**src/sv/lps_pkg.sv**
```systemverilog
`default_nettype none
// ----------------------------------------------------------------------------
// LED pattern sequencer package
// Shared constants, sequence state type and pattern tables.
// ----------------------------------------------------------------------------
package lps_pkg;

  localparam int unsigned LedCount = 8;
  localparam int unsigned PeriodW = 10;
  localparam int unsigned HoldoffW = 8;
  localparam int unsigned PosW = 5;
  localparam int unsigned ModeW = 2;
  localparam int unsigned ModeCount = 4;

  localparam logic [PeriodW-1:0] PeriodReset = 10'd100;
  localparam logic [PeriodW-1:0] PeriodMin = 10'd20;
  localparam logic [PeriodW-1:0] PeriodMax = 10'd800;
  localparam logic [PeriodW-1:0] PeriodStep = 10'd10;
  localparam logic [PeriodW-1:0] ElapsedMax = 10'd1023;
  localparam logic [HoldoffW-1:0] HoldoffTicks = 8'd200;

  localparam logic [LedCount-1:0] TopLed = LedCount'(1) << (LedCount - 1);
  localparam logic [LedCount-1:0] BottomLed = LedCount'(1);

  localparam logic [PosW-1:0] CrashLen = 5'd7;
  localparam logic [PosW-1:0] BilliardLen = 5'd17;
  localparam logic [PosW-1:0] TennisLen = 5'd12;

  typedef enum logic [ModeW-1:0] {
    MODE_SCANNER  = 2'd0,
    MODE_CRASH    = 2'd1,
    MODE_BILLIARD = 2'd2,
    MODE_TENNIS   = 2'd3
  } mode_t;

  typedef struct packed {
    logic [PeriodW-1:0]  elapsed;
    logic [HoldoffW-1:0] holdoff;
    logic [PosW-1:0]     position;
    logic [LedCount-1:0] scanner;
    logic                backward;
    logic [LedCount-1:0] shown;
  } seq_state_t;

  function automatic logic [LedCount-1:0] crash_byte(input logic [2:0] idx);
    logic [LedCount-1:0] v;
    case (idx)
      3'd0: v = 8'h81;
      3'd1: v = 8'h42;
      3'd2: v = 8'h24;
      3'd3: v = 8'h18;
      3'd4: v = 8'h18;
      3'd5: v = 8'h24;
      3'd6: v = 8'h42;
      default: v = 8'h81;
    endcase
    return v;
  endfunction

  function automatic logic [LedCount-1:0] billiard_byte(input logic [4:0] idx);
    logic [LedCount-1:0] v;
    case (idx)
      5'd0:  v = 8'h08;
      5'd1:  v = 8'h09;
      5'd2:  v = 8'h09;
      5'd3:  v = 8'h0B;
      5'd4:  v = 8'h0B;
      5'd5:  v = 8'h09;
      5'd6:  v = 8'h09;
      5'd7:  v = 8'h0B;
      5'd8:  v = 8'h0B;
      5'd9:  v = 8'h09;
      5'd10: v = 8'h0B;
      5'd11: v = 8'h0F;
      5'd12: v = 8'h17;
      5'd13: v = 8'h23;
      5'd14: v = 8'h41;
      5'd15: v = 8'h80;
      5'd16: v = 8'h00;
      default: v = 8'h08;
    endcase
    return v;
  endfunction

  function automatic logic [LedCount-1:0] tennis_byte(input logic [3:0] idx);
    logic [LedCount-1:0] v;
    case (idx)
      4'd0:  v = 8'h85;
      4'd1:  v = 8'h86;
      4'd2:  v = 8'h89;
      4'd3:  v = 8'h89;
      4'd4:  v = 8'h91;
      4'd5:  v = 8'h91;
      4'd6:  v = 8'hA1;
      4'd7:  v = 8'h61;
      4'd8:  v = 8'h91;
      4'd9:  v = 8'h91;
      4'd10: v = 8'h89;
      4'd11: v = 8'h89;
      default: v = 8'h85;
    endcase
    return v;
  endfunction

endpackage
`default_nettype wire

```
**src/sv/lps_step.sv**
```systemverilog
`default_nettype none
// ----------------------------------------------------------------------------
// LED pattern sequencer step logic
// Computes the next sequence state, period and pattern for one tick.
// ----------------------------------------------------------------------------
module lps_step (
  input  var lps_pkg::seq_state_t         cur,
  input  var lps_pkg::mode_t              mode,
  input  wire [lps_pkg::PeriodW-1:0]      period,
  input  wire                             up_key_held,
  input  wire                             down_key_held,
  output lps_pkg::seq_state_t             nxt,
  output logic [lps_pkg::PeriodW-1:0]     period_next,
  output logic                            fresh
);

  logic [lps_pkg::PeriodW-1:0]  elapsed_inc;
  logic [lps_pkg::HoldoffW-1:0] holdoff_inc;
  logic [lps_pkg::HoldoffW-1:0] holdoff_mid;
  logic [lps_pkg::PeriodW-1:0]  period_mid;
  logic [lps_pkg::LedCount-1:0] scan_v;
  logic [lps_pkg::LedCount-1:0] scan_nx;
  logic                         scan_back;
  logic [lps_pkg::PosW-1:0]     tab_len;
  logic [lps_pkg::PosW-1:0]     tab_pos;
  logic [lps_pkg::PosW-1:0]     tab_pos_inc;
  logic [lps_pkg::LedCount-1:0] tab_byte;

  always_comb begin
    elapsed_inc = (cur.elapsed < lps_pkg::ElapsedMax) ? cur.elapsed + 1'b1 : cur.elapsed;
    holdoff_inc = (cur.holdoff < lps_pkg::HoldoffTicks) ? cur.holdoff + 1'b1 : cur.holdoff;

    scan_v = cur.scanner;
    scan_back = cur.backward;
    if (scan_v == '0) begin
      scan_v = lps_pkg::BottomLed;
      scan_back = 1'b0;
    end
    scan_nx = scan_back ? (scan_v >> 1) : (scan_v << 1);
    if (scan_nx == '0) begin
      scan_nx = lps_pkg::BottomLed;
      scan_back = 1'b0;
    end
    if (scan_nx == lps_pkg::TopLed) begin
      scan_back = 1'b1;
    end
    if (scan_nx == lps_pkg::BottomLed) begin
      scan_back = 1'b0;
    end

    case (mode)
      lps_pkg::MODE_CRASH:    tab_len = lps_pkg::CrashLen;
      lps_pkg::MODE_BILLIARD: tab_len = lps_pkg::BilliardLen;
      default:                tab_len = lps_pkg::TennisLen;
    endcase
    tab_pos = (cur.position < tab_len) ? cur.position : '0;
    tab_pos_inc = tab_pos + 1'b1;
    case (mode)
      lps_pkg::MODE_CRASH:    tab_byte = lps_pkg::crash_byte(tab_pos[2:0]);
      lps_pkg::MODE_BILLIARD: tab_byte = lps_pkg::billiard_byte(tab_pos);
      default:                tab_byte = lps_pkg::tennis_byte(tab_pos[3:0]);
    endcase

    nxt = cur;
    nxt.elapsed = elapsed_inc;
    fresh = 1'b0;
    if (elapsed_inc >= period) begin
      fresh = 1'b1;
      nxt.elapsed = '0;
      if (mode == lps_pkg::MODE_SCANNER) begin
        nxt.shown = scan_v;
        nxt.scanner = scan_nx;
        nxt.backward = scan_back;
      end else begin
        nxt.shown = tab_byte;
        nxt.position = (tab_pos_inc >= tab_len) ? '0 : tab_pos_inc;
      end
    end

    holdoff_mid = holdoff_inc;
    period_mid = period;
    if (down_key_held && holdoff_inc >= lps_pkg::HoldoffTicks
        && period < lps_pkg::PeriodMax) begin
      period_mid = period + lps_pkg::PeriodStep;
      holdoff_mid = '0;
    end
    nxt.holdoff = holdoff_mid;
    period_next = period_mid;
    if (up_key_held && holdoff_mid >= lps_pkg::HoldoffTicks
        && period_mid > lps_pkg::PeriodMin) begin
      period_next = period_mid - lps_pkg::PeriodStep;
      nxt.holdoff = '0;
    end
  end

endmodule
`default_nettype wire

```
**src/sv/led_pattern_sequencer_core.sv**
```systemverilog
`default_nettype none
// ----------------------------------------------------------------------------
// LED pattern sequencer core
// Eight-LED chaser with four modes and a per-mode step period.
// ----------------------------------------------------------------------------
// Each input item is one millisecond tick carrying the key levels, and each
// item yields exactly one result item with the shown pattern, a new-pattern
// flag and the period of the selected mode. An item passes through the
// combinational step logic into the result register, so one item is accepted in
// every cycle while the result register is empty or being taken. Writing the mode
// register restarts the sequence and keeps the periods; write it only while
// no result is pending.
module led_pattern_sequencer_core (
  input  wire         clk,
  input  wire         rst,
  input  wire         pattern_mode_wr_en,
  input  wire  [1:0]  pattern_mode_wr_data,
  input  wire         s_axis_tvalid,
  output logic        s_axis_tready,
  // [0] up_key_held, [1] down_key_held, [7:2] zero
  input  wire  [7:0]  s_axis_tdata,
  output logic        m_axis_tvalid,
  input  wire         m_axis_tready,
  // [7:0] led_pattern, [8] pattern_new, [18:9] period_ticks, [23:19] zero
  output logic [23:0] m_axis_tdata
);

  lps_pkg::mode_t                 mode;
  logic [lps_pkg::PeriodW-1:0]    period_table [lps_pkg::ModeCount];
  lps_pkg::seq_state_t            state;
  lps_pkg::seq_state_t            state_next;
  logic [lps_pkg::PeriodW-1:0]    period_next;
  logic                           fresh;
  logic                           accept;
  logic [lps_pkg::LedCount-1:0]   out_pattern;
  logic                           out_new;
  logic [lps_pkg::PeriodW-1:0]    out_period;

  assign s_axis_tready = !m_axis_tvalid || m_axis_tready;
  assign accept = s_axis_tvalid && s_axis_tready;
  assign m_axis_tdata = {5'd0, out_period, out_new, out_pattern};

  lps_step u_step (
    .cur           (state),
    .mode          (mode),
    .period        (period_table[mode]),
    .up_key_held   (s_axis_tdata[0]),
    .down_key_held (s_axis_tdata[1]),
    .nxt           (state_next),
    .period_next   (period_next),
    .fresh         (fresh)
  );

  always_ff @(posedge clk) begin
    if (rst) begin
      mode <= lps_pkg::MODE_SCANNER;
      for (int i = 0; i < lps_pkg::ModeCount; i++) begin
        period_table[i] <= lps_pkg::PeriodReset;
      end
      state.elapsed <= '0;
      state.holdoff <= '0;
      state.position <= '0;
      state.scanner <= lps_pkg::BottomLed;
      state.backward <= 1'b0;
      state.shown <= '0;
      m_axis_tvalid <= 1'b0;
    end else begin
      if (pattern_mode_wr_en) begin
        mode <= lps_pkg::mode_t'(pattern_mode_wr_data);
        state.elapsed <= '0;
        state.position <= '0;
        state.scanner <= lps_pkg::BottomLed;
        state.backward <= 1'b0;
        state.shown <= '0;
      end else if (accept) begin
        state <= state_next;
        period_table[mode] <= period_next;
      end
      if (accept) begin
        m_axis_tvalid <= 1'b1;
      end else if (m_axis_tready) begin
        m_axis_tvalid <= 1'b0;
      end
    end
  end

  always_ff @(posedge clk) begin
    if (accept) begin
      out_pattern <= state_next.shown;
      out_new <= fresh;
      out_period <= period_next;
    end
  end

endmodule
`default_nettype wire

```
**config.mk**
```make
export PLATFORM = sky130hd
export DESIGN_NAME = led_pattern_sequencer_core
export DESIGN_NICKNAME = d
export VERILOG_FILES = /design/src/sv/lps_pkg.sv /design/src/sv/lps_step.sv /design/src/sv/led_pattern_sequencer_core.sv
export SDC_FILE = /design/constraint.sdc
export NUM_CORES = 1
export LEC_CHECK = 0
export ABC_AREA = 0
export BUFFER_PORTS_ARGS = -buffer_cell sky130_fd_sc_hd__buf_2
export CAP_MARGIN = 15
export CORE_MARGIN = 2
export CORE_UTILIZATION = 51
export DETAILED_ROUTE_END_ITERATION = 10
export HOLD_SLACK_MARGIN = 0.08
export PLACE_DENSITY = 0.69
export SYNTH_ARGS = -nofsm -noshare
export SYNTH_HDL_FRONTEND = slang
export SYNTH_HIERARCHICAL = 1
export SYNTH_SLANG_ARGS = --single-unit
```
**constraint.sdc**
```tcl
create_clock -name clk -period 12.1 [get_ports clk]
set_input_delay 0 -clock clk [delete_from_list [all_inputs] [get_ports clk]]
set_output_delay 0 -clock clk [all_outputs]
set_load 0.1 [all_outputs]
```
# == After elaboration in Yosys (flattened, before gate mapping) ==
# Memories as Yosys holds them, arrays and structs flattened. A register that Yosys moved wholly into a read port is not among the register bits.
# Cells that the tools add are included.
# word_totals
reg_bits,62
ramBits,40
romBits,384
input_bits,15
output_inout_bits,26
memories,3
# mem_list
memory,words,word_bits,rd,rd_ports_with_merged_regs,wr,line_no,rtl
(no name shown),32,8,1,0,0,lps_pkg.sv:62,case (idx)
(no name shown),16,8,1,0,0,lps_pkg.sv:87,case (idx)
period_table,4,10,1,1,4,led_pattern_sequencer_core.sv:29,logic [lps_pkg::PeriodW-1:0] period_table [lps_pkg::ModeCount];
# classes
add_sub_neg,5
n_lt_le_gt_ge,9
n_eq_ne,10
n_mux,35
n_bitwise,2
n_reduce_logical,19
# op_table
cell,count
two-way mux 8 bit,8
two-way mux 10 bit,5
one-hot mux 8 bit (3 select lines),1
less-than comparator 10 bit (second input constant),2
>= comparator 8 bit (second input constant),2
zero test 8 bit,2
one-hot mux 8 bit (2 select lines),1
two-way mux 1 bit,14
adder 10 x 1 -> 10 bit (second input constant),1
adder 10 x 4 -> 10 bit (second input constant),1
>= comparator 10 bit,1
> comparator 10 x 5 -> 1 bit (second input constant),1
two-way mux 5 bit,2
one-hot mux 5 bit (2 select lines),1
OR reduction 10 bit,1
subtractor 10 x 4 -> 10 bit (second input constant),1
== test 3 bit (second input constant),3
adder 8 x 1 -> 8 bit (second input constant),1
== test 8 x 1 -> 1 bit (second input constant),1
== test 8 bit (second input constant),1
less-than comparator 8 bit (second input constant),1
OR reduction 2 bit,4
== test 3 x 2 -> 1 bit (second input constant),2
two-way mux 2 bit,3
14 further kinds,20

# == Depth between registers and ports, before layout ==
# Gate-level depths: netlist of the first run.
# logic_depth
word_depth,11
mapped_depth,21
ltp_nobuf,20

# == Hierarchy ==
# Netlist of the first run, hierarchy kept.
# by_module_without_submodules
mod,instances,cells_per_inst,area_per_inst_um2
led_pattern_sequencer_core,1,333,4162.7
lps_step,1,360,2416.1

# == Least setup slack after synthesis of the first run ==
# No wires, ideal clock.
# synth_timing
path_kind,register to register
from,register mode[0]
to,register state[17] in the netlist's numbering
setup_time_ns,0.070
t_arrival_ns,3.750
required_time_ns,12.030
path_slack_ns,8.280
stages_incl_launch_ff,20
path_buffers,1
period_less_slack_ns,3.820
cell_sequence,dfxtp_1 ha_1 clkbuf_1 inv_1 ha_1 a21o_1 a21oi_1 o21a_1 nand2_1 inv_1 ha_1 ha_1 ha_1 nor2b_1 o21ai_0 nand2b_1 a211oi_1 a22o_1 nand3_1 a21oi_1
# synth_via
elab_chain_len,7
word_cells_on_any_way,11
cone_classes,add/sub (1); order compare (2); eq/ne (2); mux (3); bitwise (1); reduce/logical (2)
# synth_rtl
element,line_no,rtl
"start, declared",led_pattern_sequencer_core.sv:28,lps_pkg::mode_t mode;
"start signal, assigned",led_pattern_sequencer_core.sv:56,mode <= lps_pkg::MODE_SCANNER;
"start signal, assigned",led_pattern_sequencer_core.sv:69,mode <= lps_pkg::mode_t'(pattern_mode_wr_data);
== test 2 bit / == test 2 x 1 -> 1 bit (equally long branches),lps_step.sv:51,case (mode)
one-hot mux 5 bit (2 select lines),lps_step.sv:51,
less-than comparator 5 bit,lps_step.sv:56,tab_pos = (cur.position < tab_len) ? cur.position : '0;
two-way mux 5 bit,lps_step.sv:56,
adder 5 x 1 -> 5 bit,lps_step.sv:57,tab_pos_inc = tab_pos + 1'b1;
>= comparator 5 bit,lps_step.sv:76,nxt.position = (tab_pos_inc >= tab_len) ? '0 : tab_pos_inc;
two-way mux 5 bit,lps_step.sv:76,
"end signal, assigned",led_pattern_sequencer_core.sv:76,state <= state_next;
"end, declared",led_pattern_sequencer_core.sv:30,lps_pkg::seq_state_t state;
# Several ways; a longest one is shown, not always the timed one.
# A chain may end at the register's enable or synchronous reset.

# == Final worst setup path of the first run ==
# layout_timing
from,register mode[0]
to,register state[18] in the netlist's numbering
# The elaborated chain is that of the path after synthesis.

==> run metrics, run 1 <==
total I/O pin count=41; dpl hpwl=10,350 um; root buf cell=clkbuf_16; Area growth, synth to finish=7.626%; TritonCTS Buffers=9; Cells after Synth=693; WS Path Type=reg2reg; cts repair resizes=0; count leader, synth=a21oi_1; drt drc=0; # fillers=1,115; DR iter-0 viols=~520; nets=roughly 740; synth warn=6; IO buf count=29; critical path endpoint category=flip-flop; Worst Hold Class=in2reg; H-tree lvl count=3; worst slack, placed=around 7500 ps; Pleak=about 2.5 nW; Max-slew headroom=50.18%; effective utilization at floorplan=52.13%; Worst VDD drop=0.05323 mV; Die Wd=117.6 um; aggregate global routing overflow=0; via-per-instance ratio=6.099; crit path DAT=4960 ps; Slew Limit Fails=0; status=finished, final reports clean; worst skew pair latency=350 ps; synth top area cells=edfxtp_1 27%, dfxtp_1 14%, ha_1 6.3%, a21oi_1 4.9%, o21ai_0 4.6%; vias in the first global route=5,109; fin crit period=4676 ps; EDFF count, synth=59; Syn Std Cell Area=6579 um2; Worst EP required=12,380 ps; Synth async-reset ratio=0%; worst-margin pin slew=approximately 750 ps; share of cells above drive strength 1=around an eighth; Synth top area share=26.93%; Core ar.=12,620 um2; CTS max path bufs=2; Final ANT Viol Nets=0; fin crit share=38.64%; GPL Wtd Cong=0.9191; Reg clk slew, reported paths=70 ps; largest net degree at the start of global routing=57; total wire length=approximately 15,000 um; Std-Cell Rows=41; GRT Total Usage=22.81%; post-synth top area cell=edfxtp_1; die area=13,820 um2; f_max=0.2139 GHz; pwr dens=112.3 nW/um2; Fin Setup TNS=0 ps; dominant register cell in the synthesized netlist=edfxtp_1; crit-path max FO=16; final setup violating endpoints=0; Synth cell types=74; Max-Cap Viols=0; Mapped Avg Cell Area=9.493 um2; CTS tree=yes; Setup WS post-layout=7424 ps; initial antenna violation count=1; Die H=117.6 um; CP startpoint kind=flip-flop; first-pass GRT wire length=25,570 um; Setup Skew=8.769 ps; overall power=0.7949 mW; unrepaired setup endpoints after global routing=no; Commonest cells post-synth=64 x a21oi_1, 61 x o21ai_0, 59 x edfxtp_1, 45 x dfxtp_1, 45 x nand3_1; #FFs+latches synth=about 100; DR vias=5,318; wire per inst=17.75 um; final hold violation count=0; DRT Pass-1 Iters=5; sequential fraction of the synthesis area=40.62%; Sink Count=between 100 and 150
[path summary, 6_finish.rpt]
| path | start | endpoint | slack (ps) | cells past startpoint |
|---|---|---|---|---|
| min | pattern_mode_wr_en | state[9] | 120 | 3 |
| max reg2reg | mode[0] | state[18] | 7420 | 18 |
| min reg2reg | state[1] | state[1] | 480 | 2 |
| max | mode[0] | state[18] | 7420 | 18 |
[what timing repair did]
action | CTS | global route
endpoints found under the hold margin | 12 | 0
hold buffers | 6 | 0
setup buffers | 0 | 0
[final cells by class]
class,count,area (um2),share of cell area (%)
Tap cell,172,215.2,3.039
Sequential cell,104,2673,37.75
Inverter,30,112.6,1.590
Clock inverter,6,73.82,1.043
Antenna cell,1,2.502,0.03534
Timing Repair Buffer,39,235.2,3.322
Clock buffer,10,229.0,3.234
Multi-Input combinational cell,510,3540,49.99
[state kept, by name (all words and copies together), names as in the netlist, named ones only]
register,flops
state,40
m_axis_tvalid,1
mode,2
out_pattern,8
out_period,10
period_table,40
out_new,1
[per-layer routing]
| metal | vias up | GRT usage [%] | share of wire [%] |
|---|---|---|---|
| li1 | 2550 | - | - |
| met1 | 2597 | 31.27 | 46 |
| met2 | 152 | 37.24 | 48 |
| met3 | 19 | 4.215 | 4.9 |
| met4 | 0 | 6.250 | 1.7 |
| met5 | - | 0 | 0 |
[per-stage QoR]
stage / instances / util [%] / hold slack [ps] / instance area, um2
CTS: 871 / 56.09 / 101.0 / 7078
global placement: 849 / 53.21 / 314.2 / 6715
detailed placement: 849 / 53.21 / 312.5 / 6715
floorplan: 697 / - / 153.5 / 6594
finish: 872 / 56.11 / 120.9 / 7081
global route: 872 / 56.11 / 135.2 / 7081
[worst max-delay path: stages (launching register included)]
cell,delay [ps]
dfxtp_1,460
inv_1,100
ha_1,630
nand2b_1,130
a21o_1,210
a21oi_1,220
o21a_1,310
nand2_1,190
inv_1,160
ha_1,290
ha_1,310
ha_1,280
nor2b_1,120
o21ai_0,150
nand2b_1,80
a211oi_1,510
a22o_1,210
nand3_1,80
a21oi_1,160
[cell usage in the layout, fill, tap and decap left out, types with 10 or more instances in the layout]
cell type and instances:
dfxtp_1 45, a21oi_1 64, mux2i_1 10, nand2b_1 16, nor2_1 30, nand2_1 36
and3_1 14, inv_1 28, o21ai_0 61, edfxtp_1 59, xnor2_1 18, mux4_2 10
nand3_1 45, ha_1 33, and2_1 23, buf_2 29
[cells by family (layout without fill, tap and decap cells)]
| family | Yosys count | in the layout | share of synthesized area, % |
|---|---|---|---|
| muxes | 23 | 23 | 5.458 |
| other | 1 | 6 | 0.05700 |
| adders and majority gates | 33 | 33 | 6.276 |
| and+or+nand+nor | 234 | 234 | 20.62 |
| AOI/OAI and AO/OA | 188 | 188 | 17.46 |
| xor gates and xnor gates | 27 | 27 | 3.595 |
| DFF | 104 | 104 | 40.62 |
| buffers and inverters | 83 | 85 | 5.915 |
[where the power goes]
part	switching [mW]	total (mW)	internal, mW
combinational	0.0842	0.109	0.0252
clock	0.134	0.298	0.164
sequential	0.00532	0.388	0.383
(Power assumes the default switching activity.)
==> run 2: changes to the inputs <==
--- a/config.mk
+++ b/config.mk
@@ -5,14 +5,14 @@
 export SDC_FILE = /design/constraint.sdc
 export NUM_CORES = 1
 export LEC_CHECK = 0
-export ABC_AREA = 0
+export ABC_AREA = 1
 export BUFFER_PORTS_ARGS = -buffer_cell sky130_fd_sc_hd__buf_2
 export CAP_MARGIN = 15
 export CORE_MARGIN = 2
 export CORE_UTILIZATION = 51
 export DETAILED_ROUTE_END_ITERATION = 10
 export HOLD_SLACK_MARGIN = 0.08
-export PLACE_DENSITY = 0.69
+export PLACE_DENSITY = 0.71
 export SYNTH_ARGS = -nofsm -noshare
 export SYNTH_HDL_FRONTEND = slang
 export SYNTH_HIERARCHICAL = 1
==> constraint.sdc (replaced) <==
create_clock -name clk -period 4.3 [get_ports clk]
set_input_delay 0 -clock clk [delete_from_list [all_inputs] [get_ports clk]]
set_output_delay 0 -clock clk [all_outputs]
set_load 0.1 [all_outputs]
==> run metrics, run 2 <==
status=finished, final reports clean; TritonCTS Buffers=9; f_max=0.2558 GHz; effective utilization at floorplan=52.76%; Max-slew headroom=33.02%; count leader, synth=nand2_1; synth warn=6; via-per-instance ratio=between 5 and 6; # diodes=0; Worst Hold Class=in2reg; Die H=119.0 um; pwr dens=between 300 and 400 nW/um2; H-tree lvl count=3; crit path DAT=4150 ps; sequential fraction of the synthesis area=between 30 and 40%; Pleak=3.250 nW; register-to-register setup slack=390 ps; Max-Cap Viols=0; CTS max path bufs=2; Fin Setup TNS=0 ps; nets=989; Mapped Avg Cell Area=around 7.4 um2; Core ar.=12,770 um2; aggregate global routing overflow=0; total I/O pin count=41; Setup crit start=state[30]; final core utilization=57.60%; FF-to-FF path depth=23; WHS=138.5 ps; Cells after Synth=a little over 900; Sink Count=between 100 and 150; crit-path max FO=11; Setup Skew=7.804 ps; crit path to=state[5]; Worst EP required=4540 ps; post-synth top area cell=edfxtp_1; largest net degree at the start of global routing=about 40; share of cells above drive strength 1=11.31%; commonest non-fill, non-tap cell in the layout=nand2_1; worst-margin pin slew=between 1000 and 1500 ps; Final ANT Viol Nets=0; worst skew pair latency=350 ps; worst flop-to-flop path startpoint=state[30]; drt drc=0; DR vias=5,893; biggest regs=period_table: 40 flops, state: 40 flops, out_period: 10 flops; first-pass GRT wire length=26,080 um; unrepaired setup endpoints after global routing=yes; DR iter-0 viols=439; vias in the first global route=5,584; fin crit share=90.91%; EDFF count, synth=59; Synth cell types=42; Reg clk slew, reported paths=70 ps; GRT Total Usage=22.69%; die area=14,150 um2; Die Wd=119.0 um; root buf cell=clkbuf_16; dominant register cell in the synthesized netlist=edfxtp_1; overall power=roughly 2.5 mW; critical path endpoint category=flip-flop; Synth async-reset ratio=0%; Worst R2R End=state[5]; synth top area cells=edfxtp_1 26%, dfxtp_1 13%, nand2_1 11%, nor2_1 8.8%, o21ai_0 6.2%; WS Path Type=reg2reg; Synth top area share=26.29%; #FFs+latches synth=104; Commonest cells post-synth=191 x nand2_1, 158 x nor2_1, 105 x inv_1, 84 x o21ai_0, 68 x nand3_1; wire per inst=13.49 um; total wire length=between 15,000 and 20,000 um; CTS tree=yes; commonest cells after routing, fill and taps aside=190 x nand2_1, 155 x nor2_1, 103 x inv_1, 84 x o21ai_0, 68 x nand3_1; fin crit period=3909 ps; CP startpoint kind=flip-flop; initial antenna violation count=0; Area growth, synth to finish=9.172%; DRT Pass-1 Iters=7; dpl hpwl=10,830 um; Syn Std Cell Area=6739 um2; final hold violation count=0; Worst VDD drop=0.1613 mV; IO buf count=29; Slew Limit Fails=0; # fillers=1,204; Std-Cell Rows=41; GPL Wtd Cong=0.8944; final setup violating endpoints=0
## run 2: changes by cell type after synthesis, sizes merged, moves of 16 or more
cell	change
nor2	+139
nand2b	-16
inv	+81
nand3	+31
a21oi	-37
nand2	+170
o21ai	+22
and2	-23
## run 2: cell families (layout without fill, tap and decap cells)
logic type               Yosys count  count (layout)  share of synthesized area [%]
flip-flops                       104             104                          39.66
AND/OR/NAND/NOR                  480             480                          31.97
adder cells (fa/ha/maj)           33              33                          6.127
multiplexers                       1               1                         0.1485
AO/OA/AOI/OAI                    137             137                          11.21
XOR/XNOR                          16              16                          2.080
other                              1               5                        0.05565
buffers and inverters            142             170                          8.745
## run 2: final cells by class
cell class / instances / area (um2) / area share, %
tap: 172 / 215.2 / 2.925
multi-input combinational: 672 / 3507 / 47.67
clock inverter: 4 / 27.53 / 0.3741
inverter: 112 / 429.2 / 5.833
clock buffer: 12 / 246.5 / 3.350
sequential: 104 / 2674 / 36.34
timing repair buffer: 42 / 257.7 / 3.503
## run 2: repair_timing
item / in CTS / in global routing
gates resized for setup: 0 / 9
setup endpoints to repair: 0 / 13
endpoints found under the hold margin: 6 / 0
buffers inserted: 0 / 2
hold buffers: 6 / 0
## run 2: through the flow
| step | std cells | instance area (um2) | worst slack (ps) |
|---|---|---|---|
| 6_report | 1118 | 7357 | 390.9 |
| 5_1_grt | 1118 | 7357 | -10.23 |
| 4_1_cts | 1116 | 7318 | 286.1 |
| 3_5_place_dp | 1094 | 6984 | 316.7 |
| 3_3_place_gp | 1094 | 6984 | 380.5 |
| 2_1_floorplan | 918 | 6754 | 873.9 |
## run 2: worst min path at each step
stage	slack, ps	depth (start not counted)	startpoint	to
6_report	140	4	s_axis_tvalid	period_table[1][6]
5_1_grt	150	3	s_axis_tvalid	out_period[2]
4_1_cts	130	4	s_axis_tvalid	period_table[1][5]
3_5_place_dp	230	2	rst	m_axis_tvalid
3_3_place_gp	220	2	rst	m_axis_tvalid
2_1_floorplan	70	1	rst	m_axis_tvalid
## run 2: power by group
part           internal [mW]  switching (mW)
Clock                  0.410           0.372
Sequential              1.10          0.0245
Combinational          0.132           0.411
## run 2: critical path, stage by stage, from the launching register on
cell and delay (ps):
dfxtp_1 420, ha_1 210, inv_1 70, nor3_1 220, inv_1 90, nor2_1 130
nand2_1 80, nor2_1 120, inv_1 80, nor2_2 220, inv_1 70, nand2_1 70
xor2_1 220, ha_1 280, a21oi_1 120, o21ai_0 90, a21oi_1 130, nand3_1 200
nand2_2 190, clkinvlp_4 210, o21ai_0 190, nand3_1 140, o21ai_0 190, nor2_1 60
## run 2: layer usage
| metal | up-vias | GRT usage, % | wire, um |
|---|---|---|---|
| met5 | - | 0 | 0 |
| met4 | 0 | 8.854 | 291 |
| met3 | 23 | 3.352 | 636 |
| met2 | 128 | 37.72 | 7137 |
| met1 | 2697 | 29.81 | 7014 |
| li1 | 3045 | - | - |
==> run 3: changes to the inputs <==
--- a/config.mk
+++ b/config.mk
@@ -12,7 +12,7 @@
 export CORE_UTILIZATION = 51
 export DETAILED_ROUTE_END_ITERATION = 10
 export HOLD_SLACK_MARGIN = 0.08
-export PLACE_DENSITY = 0.71
+export PLACE_DENSITY = 0.73
 export SYNTH_ARGS = -nofsm -noshare
 export SYNTH_HDL_FRONTEND = slang
 export SYNTH_HIERARCHICAL = 1
==> run metrics, run 3 (synthesized netlist as in run 2, its figures left out) <==
status=finished, final reports clean; unrepaired setup endpoints after global routing=no; # diodes=0; worst-margin pin slew=~1000 ps; CP cell instances=ha_2 > inv_1 > ha_1 > a21oi_1 > o21a_1 > nand2_1 > nor2_2 > inv_1 > ha_1 > inv_1 > ha_1 > o21a_1 > o21a_1 > o21ai_0 > nand2_1 > a21oi_1 > nand2_2 > o21ai_0 > o21ai_0 > nor2_1; root buf cell=clkbuf_16; total I/O pin count=41; Worst Hold Class=in2reg; share of cells above drive strength 1=11.97%; GPL Wtd Cong=slightly above 0.9; routing usage on met1=around 28%; Worst R2R End=state[21]; CP top delay family=adder cells; DR vias=5,890; vias in the first global route=roughly 5,700; hold path cells=4; Worst EP required=4590 ps; DR iter-0 viols=449; worst skew pair latency=350 ps; f_max=~0.26 GHz; final core utilization=58.14%; Die Wd=around 120 um; Core ar.=12,770 um2; Reg clk slew, reported paths=70 ps; H-tree lvl count=3; Fin Setup TNS=0 ps; GRT met3 Usage=approximately 3.4%; CP startpoint kind=flip-flop; Setup Skew=~9 ps; dpl hpwl=10,660 um; CTS max path bufs=2; fin crit period=3875 ps; WS Path Type=reg2reg; first-pass GRT wire length=25,560 um; commonest non-fill, non-tap cell in the layout=nand2_1; crit-path max FO=7; Std-Cell Rows=about 40; IO buf count=29; effective utilization at floorplan=52.76%; pwr dens=332.2 nW/um2; DRT Pass-1 Iters=7; TritonCTS Buffers=9; hold endpoint=period_table[1][2]; aggregate global routing overflow=0; Die H=between 100 and 150 um; Area growth, synth to finish=10.19%; total wire length=15,060 um; initial antenna violation count=0; final hold violation count=0; fin crit share=90.12%; nets=995; biggest regs=period_table: 40 flops, state: 40 flops, out_period: 10 flops; FF-to-FF path depth=20; largest net degree at the start of global routing=42; M2 GR Usage=37.46%; WHS=139.2 ps; commonest cells after routing, fill and taps aside=189 x nand2_1, 155 x nor2_1, 103 x inv_1, 84 x o21ai_0, 68 x nand3_1; CTS tree=yes; via-per-instance ratio=5.240; wire per inst=13.40 um; Slew Limit Fails=0; final setup violating endpoints=0; worst flop-to-flop path startpoint=mode[1]; Final ANT Viol Nets=0; Max-slew headroom=30.26%; Pleak=3.287 nW; crit path buf inv count=3; register-to-register setup slack=420 ps; Max-Cap Viols=0; hold_sp=s_axis_tvalid; grt peak-use layer=met2; Worst VDD drop=0.1546 mV; drt drc=0; overall power=between 2 and 2.5 mW; GRT Total Usage=22.12%; crit path DAT=4160 ps; die area=14,150 um2; Crit path largest cell delay=460 ps; critical path endpoint category=flip-flop; Sink Count=104; Slowest-stage cell, CP=dfxtp_1
run 3: report_power, final:
| group | switching, mW | internal [mW] | total, mW |
|---|---|---|---|
| Sequential | 0.0220 | 1.10 | 1.12 |
| Clock | 0.365 | 0.426 | 0.791 |
| Combinational | 0.415 | 0.138 | 0.553 |
run 3: worst max path at each step:
stage | from | end | slack [ps] | cells after the start
2_1_floorplan | mode[1] | state[21] | 870 | 21
3_5_place_dp | mode[1] | state[21] | 300 | 20
5_1_grt | state[30] | state[3] | 30 | 23
4_1_cts | mode[1] | state[21] | 280 | 20
6_report | mode[1] | state[21] | 420 | 20
3_3_place_gp | mode[1] | state[21] | 380 | 20
run 3: stage by stage:
step           setup slack, ps  cell area [um2]  instances
2_1_floorplan            873.9             6754        918
3_3_place_gp             379.5             7022       1099
3_5_place_dp             296.3             7022       1099
4_1_cts                  276.3             7367       1121
5_1_grt                  27.06             7426       1124
6_report                 425.0             7426       1124
run 3: final cells by class:
cell class	instances	area, um2
fillers	1188	5348
multi-input cells	672	3517
flip-flops and latches	104	2673
inverters	112	429.2
repair buffers	47	299.0
clock buffers	11	254.0
well taps	172	215.2
clock inverters	5	31.28
repair inverters	1	7.507
run 3: worst min-delay path: stages:
cell	delay, ps
buf_2	140
nand4_1	110
nor2_1	70
nand2_1	50
run 3: timing repair:
item | 4_1_cts | 5_1_grt
hold endpoints to repair | 6 | 0
buffers inserted | 0 | 2
hold buffers | 6 | 0
setup endpoints to repair | 0 | 25
resized for setup | 0 | 12
run 3: routing by layer:
| layer | wire length, um | vias up |
|---|---|---|
| li1 | - | 3045 |
| met1 | 6972 | 2680 |
| met2 | 7241 | 146 |
| met3 | 590 | 19 |
| met4 | 254 | 0 |
| met5 | 0 | - |
